--- src/ptsa_pkg.sv ---
// Package: shared types and codes for the priority time-slice arbiter.
package ptsa_pkg;
  localparam logic [2:0] REQ_TICK = 3'd0;
  localparam logic [2:0] REQ_ADD = 3'd1;
  localparam logic [2:0] REQ_REMOVE = 3'd2;
  localparam logic [2:0] REQ_SET_LEVEL = 3'd3;
  localparam logic [2:0] REQ_FRAME = 3'd4;

  localparam logic [1:0] ST_OK = 2'd0;
  localparam logic [1:0] ST_NOT_ACTIVE = 2'd1;
  localparam logic [1:0] ST_ALREADY = 2'd2;
  localparam logic [1:0] ST_BAD_LEVEL = 2'd3;

  localparam logic [7:0] SLICE_RESET = 8'd10;

  // Per-cell command, broadcast to every cell of a level's queue.
  typedef enum logic [1:0] {
    CMD_NONE,
    CMD_REMOVE,  // drop id, cells behind shift forward
    CMD_APPEND,  // write id into the cell at count
    CMD_ROTATE   // head to back, others shift forward
  } cmd_t;

  typedef enum logic [1:0] {
    S_IDLE,
    S_ROT,
    S_GRANT,
    S_OUT
  } state_t;
endpackage

--- src/priority_time_slice_arbiter.sv ---
// Top level: strict-priority arbiter with round-robin time slices per level.
// Each priority level owns a chain of cells holding client ids in queue order; a rotate
// shifts every cell from its right neighbor, a remove only the matched cell and those
// behind it. Each item passes the four steps (decode and queue update, rotate check,
// grant, result) of the sequencer below; the result is registered, no new item is taken
// while one is in flight or its result is pending, and the next item is taken in the cycle
// after the result transfer. Reset clears counts, flags and time.
module priority_time_slice_arbiter import ptsa_pkg::*; #(
  parameter int MAX_CLIENTS = 16,
  parameter int NUM_LEVELS = 4,
  parameter int TIME_WIDTH = 32
) (
  input  logic clk,
  input  logic rst,
  input  logic cfg_we,
  input  logic [7:0] cfg_wdata,
  input  logic s_tvalid,
  output logic s_tready,
  input  logic [15:0] s_tdata,  // req_type[2:0], client_id[6:3], new_level[9:7]
  output logic m_tvalid,
  input  logic m_tready,
  output logic [7:0] m_tdata    // status[1:0], granted[2], holder_id[6:3], holder_valid[7]
);
  localparam int IdW = (MAX_CLIENTS > 1) ? $clog2(MAX_CLIENTS) : 1;
  localparam int CntW = $clog2(MAX_CLIENTS + 1);
  localparam int LvW = (NUM_LEVELS > 1) ? $clog2(NUM_LEVELS) : 1;

  state_t state, state_next;
  logic [7:0] slice_seconds;
  logic [TIME_WIDTH-1:0] seconds_now;
  logic [MAX_CLIENTS-1:0] active, started;
  logic [LvW-1:0] clevel [MAX_CLIENTS];
  logic [TIME_WIDTH-1:0] stime [MAX_CLIENTS];
  cmd_t lcmd [NUM_LEVELS];
  logic [IdW-1:0] lid [NUM_LEVELS];
  logic [CntW-1:0] cnt [NUM_LEVELS];
  logic [IdW-1:0] hd [NUM_LEVELS];
  logic [2:0] rtype;
  logic [3:0] rcid;
  logic [2:0] rlvl;
  logic [1:0] status;
  logic granted;
  logic is_frame;
  logic take;
  logic top_ok;
  logic [LvW-1:0] top;
  logic [IdW-1:0] top_head;
  logic [CntW-1:0] top_cnt;
  logic valid_id, act;
  logic [IdW-1:0] id;
  logic [TIME_WIDTH-1:0] elapsed;

  assign s_tready = (state == S_IDLE) && !m_tvalid;
  assign take = s_tvalid && s_tready;
  assign id = IdW'(s_tdata[6:3]);
  assign valid_id = {28'd0, s_tdata[6:3]} < 32'(MAX_CLIENTS);
  assign act = valid_id && active[id];

  genvar g;
  generate
    for (g = 0; g < NUM_LEVELS; g++) begin : g_lvl
      ptsa_level #(.N(MAX_CLIENTS), .IdW(IdW), .CntW(CntW)) u_level (
        .clk(clk), .rst(rst), .cmd(lcmd[g]), .new_id(lid[g]),
        .count(cnt[g]), .head(hd[g])
      );
    end
  endgenerate

  // Pick the highest non-empty level.
  always_comb begin
    top_ok = 1'b0;
    top = '0;
    for (int l = 0; l < NUM_LEVELS; l++) begin
      if (cnt[l] != '0) begin
        top_ok = 1'b1;
        top = LvW'(l);
      end
    end
    top_head = hd[top];
    top_cnt = cnt[top];
  end
  assign elapsed = seconds_now - stime[top_head];

  always_comb begin
    state_next = state;
    case (state)
      S_IDLE: if (take) state_next = S_ROT;
      S_ROT: state_next = S_GRANT;
      S_GRANT: state_next = S_OUT;
      S_OUT: state_next = S_IDLE;
      default: state_next = S_IDLE;
    endcase
  end

  // Queue commands for each step.
  always_comb begin
    for (int l = 0; l < NUM_LEVELS; l++) begin
      lcmd[l] = CMD_NONE;
      lid[l] = id;
    end
    if (take && act && s_tdata[2:0] == REQ_REMOVE) begin
      lcmd[clevel[id]] = CMD_REMOVE;
    end else if (take && !act && valid_id && s_tdata[2:0] == REQ_ADD) begin
      lcmd[0] = CMD_APPEND;
    end else if (take && act && s_tdata[2:0] == REQ_SET_LEVEL
                 && {29'd0, s_tdata[9:7]} < 32'(NUM_LEVELS)) begin
      lcmd[clevel[id]] = CMD_REMOVE;
    end else if (state == S_ROT && rtype == REQ_SET_LEVEL && status == ST_OK) begin
      lcmd[LvW'(rlvl)] = CMD_APPEND;
      lid[LvW'(rlvl)] = IdW'(rcid);
    end else if (state == S_ROT && is_frame && top_ok && top_cnt >= CntW'(2)
                 && started[top_head] && elapsed > TIME_WIDTH'(slice_seconds)) begin
      lcmd[top] = CMD_ROTATE;
    end
  end

  always_ff @(posedge clk) begin
    if (rst) begin
      state <= S_IDLE;
      m_tvalid <= 1'b0;
      slice_seconds <= SLICE_RESET;
      seconds_now <= '0;
      active <= '0;
      started <= '0;
      is_frame <= 1'b0;
      for (int i = 0; i < MAX_CLIENTS; i++) begin
        clevel[i] <= '0;
        stime[i] <= '0;
      end
    end else begin
      state <= state_next;
      if (cfg_we) slice_seconds <= cfg_wdata;
      if (m_tvalid && m_tready) m_tvalid <= 1'b0;
      if (take) begin
        rtype <= s_tdata[2:0];
        rcid <= s_tdata[6:3];
        rlvl <= s_tdata[9:7];
        granted <= 1'b0;
        is_frame <= 1'b0;
        status <= ST_OK;
        case (s_tdata[2:0])
          REQ_TICK: seconds_now <= seconds_now + 1'b1;
          REQ_ADD: begin
            if (!valid_id) status <= ST_NOT_ACTIVE;
            else if (act) status <= ST_ALREADY;
            else begin
              active[id] <= 1'b1;
              clevel[id] <= '0;
              if (cnt[0] < CntW'(MAX_CLIENTS)) begin
                started[id] <= 1'b0;
                stime[id] <= '0;
              end
            end
          end
          REQ_REMOVE: begin
            if (!act) status <= ST_NOT_ACTIVE;
            else begin
              active[id] <= 1'b0;
              started[id] <= 1'b0;
            end
          end
          REQ_SET_LEVEL: begin
            if (!act) status <= ST_NOT_ACTIVE;
            else if ({29'd0, s_tdata[9:7]} >= 32'(NUM_LEVELS)) status <= ST_BAD_LEVEL;
            else clevel[id] <= LvW'(s_tdata[9:7]);
          end
          REQ_FRAME: begin
            if (!act) status <= ST_NOT_ACTIVE;
            else is_frame <= 1'b1;
          end
          default: status <= ST_OK;
        endcase
      end
      if (state == S_ROT) begin
        if (rtype == REQ_SET_LEVEL && status == ST_OK
            && cnt[LvW'(rlvl)] < CntW'(MAX_CLIENTS)) begin
          started[IdW'(rcid)] <= 1'b0;
          stime[IdW'(rcid)] <= '0;
        end
        if (lcmd[top] == CMD_ROTATE && is_frame) started[top_head] <= 1'b0;
      end
      if (state == S_GRANT && is_frame && top_ok) begin
        if (!started[top_head]) begin
          started[top_head] <= 1'b1;
          stime[top_head] <= seconds_now;
        end
        granted <= (top_head == IdW'(rcid));
      end
      if (state == S_OUT) m_tvalid <= 1'b1;
    end
  end

  assign m_tdata = {top_ok, 4'(top_ok ? top_head : '0), granted, status};
endmodule

--- src/ptsa_cell.sv ---
// Queue cell: one slot of a level FIFO, shifts from its right neighbor.
module ptsa_cell import ptsa_pkg::*; #(
  parameter int IdW = 4,
  parameter int PosW = 4
) (
  input  logic clk,
  input  cmd_t cmd,
  input  logic [PosW-1:0] my_pos,
  input  logic [PosW-1:0] sel_pos,
  input  logic [IdW-1:0] new_id,
  input  logic [IdW-1:0] head_id,
  input  logic is_last,
  input  logic [IdW-1:0] right_id,
  input  logic left_match,
  output logic match,
  output logic [IdW-1:0] id
);
  logic [IdW-1:0] id_next;
  assign match = left_match || (id == new_id);
  always_comb begin
    id_next = id;
    case (cmd)
      CMD_REMOVE: if (left_match || (id == new_id)) id_next = right_id;
      CMD_APPEND: if (my_pos == sel_pos) id_next = new_id;
      CMD_ROTATE: id_next = is_last ? head_id : right_id;
      default: id_next = id;
    endcase
  end
  always_ff @(posedge clk) begin
    id <= id_next;
  end
endmodule

--- src/ptsa_level.sv ---
// Level queue: a chain of cells plus its fill count.
module ptsa_level import ptsa_pkg::*; #(
  parameter int N = 16,
  parameter int IdW = 4,
  parameter int CntW = 5
) (
  input  logic clk,
  input  logic rst,
  input  cmd_t cmd,
  input  logic [IdW-1:0] new_id,
  output logic [CntW-1:0] count,
  output logic [IdW-1:0] head
);
  localparam int PosW = CntW;
  logic [IdW-1:0] ids [N];
  logic [N:0] mt;
  logic [IdW-1:0] rid [N];
  logic found;
  assign mt[0] = 1'b0;
  genvar g;
  generate
    for (g = 0; g < N; g++) begin : g_cell
      logic [PosW-1:0] mp;
      logic last;
      assign mp = PosW'(g);
      assign last = (PosW'(g + 1) == count);
      assign rid[g] = (g == N - 1) ? ids[g] : ids[(g + 1) % N];
      ptsa_cell #(.IdW(IdW), .PosW(PosW)) u_cell (
        .clk(clk), .cmd(cmd), .my_pos(mp), .sel_pos(count), .new_id(new_id),
        .head_id(ids[0]), .is_last(last), .right_id(rid[g]),
        .left_match(mt[g] && (mp < count)), .match(mt[g+1]), .id(ids[g])
      );
    end
  endgenerate
  // Match only counts within the filled part of the queue.
  always_comb begin
    found = 1'b0;
    for (int i = 0; i < N; i++) begin
      if (PosW'(i) < count && ids[i] == new_id) found = 1'b1;
    end
  end
  assign head = ids[0];
  always_ff @(posedge clk) begin
    if (rst) begin
      count <= '0;
    end else begin
      case (cmd)
        CMD_REMOVE: if (found) count <= count - 1'b1;
        CMD_APPEND: if (count < CntW'(N)) count <= count + 1'b1;
        default: count <= count;
      endcase
    end
  end
endmodule

--- config.mk ---
export PLATFORM = sky130hd
export DESIGN_NAME = priority_time_slice_arbiter
export DESIGN_NICKNAME = d
export VERILOG_FILES = /design/src/ptsa_pkg.sv /design/src/priority_time_slice_arbiter.sv /design/src/ptsa_cell.sv /design/src/ptsa_level.sv
export SDC_FILE = /design/constraint.sdc
export NUM_CORES = 2
export LEC_CHECK = 0
export BUFFER_PORTS_ARGS = -buffer_cell sky130_fd_sc_hd__buf_2
export CORE_ASPECT_RATIO = 1.25
export CORE_MARGIN = 3
export CORE_UTILIZATION = 50
export CTS_CLUSTER_DIAMETER = 80
export CTS_CLUSTER_SIZE = 30
export DETAILED_ROUTE_END_ITERATION = 7
export PLACE_DENSITY = 0.65
export REMOVE_ABC_BUFFERS = 1
export SLEW_MARGIN = 20
export SYNTH_ARGS = -nofsm -noshare
export SYNTH_HDL_FRONTEND = slang
export SYNTH_SLANG_ARGS = --single-unit
--- constraint.sdc ---
create_clock -name clk -period 13.1 [get_ports clk]
set_input_delay 1.31 -clock clk [delete_from_list [all_inputs] [get_ports clk]]
set_output_delay 1.31 -clock clk [all_outputs]
set_load 0.05 [all_outputs]
After elaboration in Yosys (flattened, before gate mapping). Memory sizes are Yosys's and may differ from the RTL's. Index checks and enable logic that the tools add are counted.

Memories: 2. Bits in writable memories: 544. Bits in registers: 364. Output and inout bits: 10. Logic and storage cells: 1239. Bits of input ports: 29.

Memories: stime (words 16, bits a word 32, read ports 1, clocked after memory_dff 0, write ports 16, line priority_time_slice_arbiter.sv:33) `logic [TIME_WIDTH-1:0] stime [MAX_CLIENTS];`; clevel (words 16, bits a word 2, read ports 1, clocked after memory_dff 0, write ports 16, line priority_time_slice_arbiter.sv:32) `logic [LvW-1:0] clevel [MAX_CLIENTS];`.

Order comparisons: 85. $add $sub $neg: 10. Eq/ne operators: 293. Reductions and logical operators: 308. Bitwise gates (word level): 14. Muxes and demuxes: 447.

Operators with widths (number): $mux 4 (196); $pmux 4 s3 (60); $mux 16 (19); $ne 2x2->1 const B (136); $eq 4x4->1 (65); $reduce_and 3->1 (64); $eq 4x5->1 const A (32); $lt 4x5->1 const A (32); $logic_and 1x1->1 (147); $mux 1 (112); $mux 32 (3); $reduce_or 32->1 (3); $eq 3x5->1 const A (16); $lt 3x5->1 const A (16); $and 16x16->16 (4); $pmux 16 s2 (2); $mux 5 (12); $logic_or 1x1->1 (56); $not 16->16 (3); $eq 2x5->1 const A (8); $lt 1x5->1 const A (8); $lt 2x5->1 const A (8); $pmux 5 s2 (4); $add 32x1->32 const B (1); other kinds (47) (150).

Longest topological paths before layout.
Depth in word-level cells: 41. Mapped depth: 48. Gate-level depth less buffers: 39.

By module. From an unflattened synthesis, not the netlist that was laid out.

Cell total of the unflattened synthesis: 5497. Area total of the unflattened synthesis: 58177.0 µm².

By module, submodules not included: priority_time_slice_arbiter (seq. area each 18217.5 µm², cells an instance 2685, area an instance 31416.4 µm², instances 1); ptsa_cell (seq. area each 120.1 µm², cells an instance 30, area an instance 315.3 µm², instances 64); ptsa_level (seq. area each 100.1 µm², cells an instance 223, area an instance 1645.3 µm², instances 4).

Least setup slack after synthesis. Ideal clock, no wire load.

Path kind: reg2reg. Start point: register g_lvl[3].u_level.count[1]. End point: register g_lvl[3].u_level.g_cell[9].u_cell.id[0], enable pin. Arrival: 9.133 ns. Stages on the path, launching flop included: 44. Path slack: 3.576 ns. Cell sequence: dfxtp_1 clkbuf_1 inv_1 ha_1 or4b_1 buf_2 and2_1 clkbuf_1 a21oi_1 or2_2 clkbuf_1 clkbuf_1 clkbuf_1 clkbuf_1 nand2_1 nand3_1 nand3_1 a31oi_1 (+8 left out) ha_1 a21o_1 a21oi_1 o211a_1 o22ai_1 a2111o_1 nor4_1 nand4_1 or4_1 nor4_2 or3_1 buf_2 buf_2 o22ai_1 ha_1 nand2_1 nor3_1 a2111oi_0.

Longest elaborated chain between the ends: 21.

Ends and longest elaborated chain: from (decl) (line ptsa_level.sv:11) `output logic [CntW-1:0] count,`; from (signal assigned) (line ptsa_level.sv:48) `CMD_REMOVE: if (found) count <= count - 1'b1;`; from (signal assigned) (line ptsa_level.sv:49) `CMD_APPEND: if (count < CntW'(N)) count <= count + 1'b1;`; from (signal assigned) (line ptsa_level.sv:50) `default: count <= count;`; parallel branches: the longest is 20 deep, another holds $mem_v2 16x32; $reduce_and 3->1 (no source line) *; to (signal assigned) (line ptsa_cell.sv:30) `id <= id_next;`; to (decl) (line ptsa_cell.sv:16) `output logic [IdW-1:0] id`.

Every way passes the cells marked *. The select of a mux whose other input is x is not followed. A chain may end at the register's enable or synchronous reset.

Worst setup path in the final report.
Start point: register g_lvl[3].u_level.count[1]. End point: register g_lvl[1].u_level.g_cell[14].u_cell.id[1], enable pin.

Longest elaborated chain between the ends: 18.

Ends and longest elaborated chain: $reduce_bool 5->1 (line priority_time_slice_arbiter.sv:74) `if (cnt[l] != '0) begin`; $mux 2 (line priority_time_slice_arbiter.sv:74); $not 2->3 (implied by the code) (line priority_time_slice_arbiter.sv:79, priority_time_slice_arbiter.sv:80, priority_time_slice_arbiter.sv:113); $bmux 4 s2 or $bmux 5 s2 (tied branches) (line priority_time_slice_arbiter.sv:79, priority_time_slice_arbiter.sv:80); $mux 4 (implied by the code) or $mux 5 (tied branches) (2 in series) (line priority_time_slice_arbiter.sv:79, priority_time_slice_arbiter.sv:80); $mem_v2 16x32, or another cell as far along; $sub 32x32->32, or another cell as far along (line priority_time_slice_arbiter.sv:82) `assign elapsed = seconds_now - stime[top_head];`; $gt 32x8->1 or $logic_and 1x1->1 (tied branches) (line priority_time_slice_arbiter.sv:112) `&& started[top_head] && elapsed > TIME_WIDTH'(slice_seconds)) begin`; $logic_and 1x1->1 (line priority_time_slice_arbiter.sv:112); $mux 8 * (line priority_time_slice_arbiter.sv:111) `end else if (state == S_ROT && is_frame && top_ok && top_cnt >= CntW'(2)`; $mux 8 * (line priority_time_slice_arbiter.sv:108) `end else if (state == S_ROT && rtype == REQ_SET_LEVEL && status == ST_OK) begin`; $mux 8 * (line priority_time_slice_arbiter.sv:105) `end else if (take && act && s_tdata[2:0] == REQ_SET_LEVEL`; $mux 6 * (line priority_time_slice_arbiter.sv:103) `end else if (take && !act && valid_id && s_tdata[2:0] == REQ_ADD) begin`; $mux 8 * (line priority_time_slice_arbiter.sv:101) `if (take && act && s_tdata[2:0] == REQ_REMOVE) begin`; $eq 2x2->1 or $eq 2x1->1 (tied branches) (line ptsa_cell.sv:22) `case (cmd)`; $ne 2x2->1 (no source line) or $reduce_bool 3->1 (tied branches); $reduce_and 3->1 (no source line) *; to (signal assigned) (line ptsa_cell.sv:30); to (decl) (line ptsa_cell.sv:16).

Mark *: on every way between the ends. The rest lies on a longest branch, timed or not. The select of a mux whose other input is x is not followed.

==> impl_metrics.py <==
metrics = {
    "yosys": {
        "yosysWarnings": 0,
        "postSynthAreaPerCell_um2": 9.453,
        "synth.distinct_cells": 103,
        "synth-main-ff-cell": "edfxtp_1",
        "ys_seq_elements": 908,
        "syn_area_um2": 55290,
        "yosysSeqAreaShare_pct": 47.57,
        "synth.most_common_cell": "nand2_1",
        "synthArstFlopShare_pct": 0,
        "synthCells": 5849,
        "synth_commonest_cells": "nand2_1 (855), edfxtp_1 (812), nor2_1 (811)",
        "synth_edf_count": 812,
        "synth_top_cell_by_area": "edfxtp_1",
        "ys_top_cells_by_area": "edfxtp_1 (44%), nand2_1 (5.8%), nor2_1 (5.5%)",
        "yosys.area.top_type_share_pct": 44.10,
    },
    "global_routing": {
        "grt_pass1_vias": 45900,
        "grt-ovfl-total": 0,
        "grt_max_degree": 87,
        "antenna_found_initial": 1,
        "gr-usage-all-layers_pct": 32.66,
        "grt_pass1_wl_um": 285400,
    },
    "placement": {
        "port-buffer-count": 32,
        "placed_cell_area_um2": 56710,
        "place_hpwl_um": 118600,
        "place.gp.congestion": 0.9940,
    },
    "critical_path": {
        "rrSetupSlack_ns": 1.30,
        "reg2reg_from": "g_lvl[3].u_level.count[1]",
        "worstSetupStartpointType": "flip-flop",
        "r2r_end": "g_lvl[1].u_level.g_cell[14].u_cell.id[1]",
        "crit_fanout": 52,
        "cp.buffers_inverters": 5,
        "cp_slowest_cell": "or4b_1",
        "critPathMaxStageDelay_ns": 0.76,
        "r2r_cells": 38,
        "crit_arrival_ns": 12.13,
        "path_class": "reg -> reg",
        "critical-path-top-delay-family": "simple AND/OR/NAND/NOR gates",
        "cp.required_ns": 13.43,
        "cp-end-kind": "flip-flop",
    },
    "clock_tree": {
        "cts_root_buf": "clkbuf_16",
        "cts_resized": 0,
        "clock-sinks": 908,
        "cts_buffers": 48,
        "cts_setup_buffers": 0,
        "cts_tree": "done",
        "path_clk_slew_ns": 0.12,
        "clk_path_buf_depth": 3,
        "clk_latency_ns": 0.70,
        "htreeDepth": 2,
        "ctsHoldBuffers": 0,
    },
    "sta": {
        "rsz0062_at_grt": "no",
        "layout_min_cycle_time_ns": 11.80,
        "slew_viol_final": 0,
        "finalCritPeriodShare_pct": 90.08,
        "finClkSkew_ns": 0.04670,
        "setup_viol": 0,
        "hold_viol": 0,
        "tightest_slew_ns": 1.141,
        "max-slew-margin-rel_pct": 23.66,
        "fmaxAchievable_mhz": 84.74,
    },
    "detailed_routing": {
        "ant_nets": 0,
        "wl_um": 191900,
        "wire_per_inst_um": 27.24,
        "num_vias": 47770,
        "drt-vias-per-instance": 6.782,
        "drc": 0,
        "first_pass_iters": 8,
        "drt-initial-drc-count": 5274,
    },
    "cells_and_area": {
        "syn_to_final_growth_pct": 5.763,
        "fin_nets": 5672,
        "drive_above_1_share_pct": 9.331,
        "stdcell_area_um2": 58480,
    },
    "power_and_ir_drop": {
        "p_int_uw": 4292,
        "pwr-share-comb_pct": 16.5,
        "p_sw_share_pct": 30.22,
        "p_total_uw": 6151,
        "clkPwrFrac_pct": 31.1,
        "vdd.ir_drop.worst_uv": 151.5,
        "switchingPower_uw": 1859,
        "p_leak_uw": 0.02015,
        "p_per_area_nw_per_um2": 105.2,
        "p_seq_share_pct": 52.4,
    },
    "min_path": {
        "whs_path_depth": 2,
        "hp-class": "reg -> reg",
    },
    "floorplanning": {
        "dieArea_um2": 114600,
        "start_util_pct": 50.67,
        "fp.coreArea_um2": 109100,
        "die_x_um": 303.4,
        "rows": 135,
        "die-height_um": 377.8,
        "pin_count": 39,
    },
    "flow_run": {
        "maxCapViolations": 0,
    },
    "run_status": {
        "status": "finished, final reports clean",
    },
}
cells in the final DEF (no fill, tap or decap), types with 50 or more instances in the layout:
master	count
nor3_1	98
ha_1	74
a221o_1	172
xor2_1	152
a31oi_1	86
a221oi_1	76
xnor2_1	126
dfxtp_1	96
buf_4	144
o21ai_0	177
o31ai_1	51
edfxtp_1	812
mux2i_1	67
nor2_1	807
inv_1	107
nand2_1	823
and3_1	160
nand3_1	259
clkbuf_16	50
o22a_1	65
mux2_2	120
a21oi_1	167
layout make-up:
type	instances	area (µm²)
fillers	9919	50640
clock buffers	59	1305
repair buffers	181	1386
flip-flops and latches	908	26310
inverters	116	435.4
clock inverters	31	440.4
diodes	1	2.502
well taps	1438	1799
multi-input cells	4310	26810
power groups by stage:
| stage | Sequential (µW) | Clock [µW] | Combinational [µW] |
|---|---|---|---|
| global route | 3230 | 2020 | 1080 |
| detailed placement | 3290 | 0 | 990 |
| finish | 3230 | 1910 | 1010 |
| CTS | 3220 | 1920 | 994 |
| floorplan | 3300 | 0 | 609 |
| global placement | 3290 | 0 | 975 |
registers in the layout (all words and copies together) (netlist names), 3 cells and up, named ones only:
name,cells
slice_seconds,8
seconds_now,32
started,16
g_lvl.u_level.count,20
stime,512
rcid,4
clevel,32
rtype,3
g_lvl.u_level.g_cell.u_cell.id,256
metal layers:
metal	share of wire [%]	GRT usage (%)	up-vias
li1	-	-	21040
met1	37	40.37	23440
met2	48	55.54	2627
met3	8.6	4.564	664
met4	5.9	16.85	2
met5	0.0057	0	-
how the worst max path moves through the flow:
| stage | startpoint | endpoint | slack [ns] | cells after the start |
|---|---|---|---|---|
| floorplan | g_lvl[3].u_level.count[1] | g_lvl[1].u_level.g_cell[0].u_cell.id[0] | -5.39 | 34 |
| global placement | g_lvl[3].u_level.count[1] | g_lvl[2].u_level.g_cell[13].u_cell.id[1] | 1.59 | 38 |
| detailed placement | g_lvl[3].u_level.count[1] | g_lvl[2].u_level.g_cell[13].u_cell.id[3] | 1.55 | 38 |
| CTS | g_lvl[3].u_level.count[1] | g_lvl[2].u_level.g_cell[13].u_cell.id[3] | 1.43 | 38 |
| global route | g_lvl[3].u_level.count[1] | g_lvl[2].u_level.g_cell[13].u_cell.id[2] | 0.62 | 38 |
| finish | g_lvl[3].u_level.count[1] | g_lvl[1].u_level.g_cell[14].u_cell.id[1] | 1.30 | 38 |
kinds of logic after synthesis:
logic type / synth area share [%]
xor+xnor: 4.404
simple gates: 19.77
flops: 47.57
mux: 4.548
buf+inv: 4.401
compound gates: 17.52
fa+ha+maj: 1.779
worst register-to-register path: cells and delay by family, from the launching register on:
kind,cells,cell delay [ns]
flip-flops,1,0.48
AND/OR/NAND/NOR,11,3.93
AO/OA/AOI/OAI,16,3.86
adder cells (fa/ha/maj),5,1.77
XOR/XNOR,1,0.14
buffers and inverters,5,1.26
stage by stage:
| step | utilization, % | hold WS, ns | cells | setup WS, ns | setup TNS, ns |
|---|---|---|---|---|---|
| detailed placement | 51.97 | 0.4759 | 6953 | 1.555 | 0 |
| global route | 53.59 | 0.5206 | 7043 | 0.6207 | 0 |
| global placement | 51.97 | 0.4593 | 6953 | 1.594 | 0 |
| floorplan | - | 0.4443 | 5334 | -5.395 | -5475.91 |
| finish | 53.59 | 0.4977 | 7044 | 1.299 | 0 |
| CTS | 53.57 | 0.4908 | 7043 | 1.430 | 0 |
Note: power is estimated with default switching activity, not from simulation.
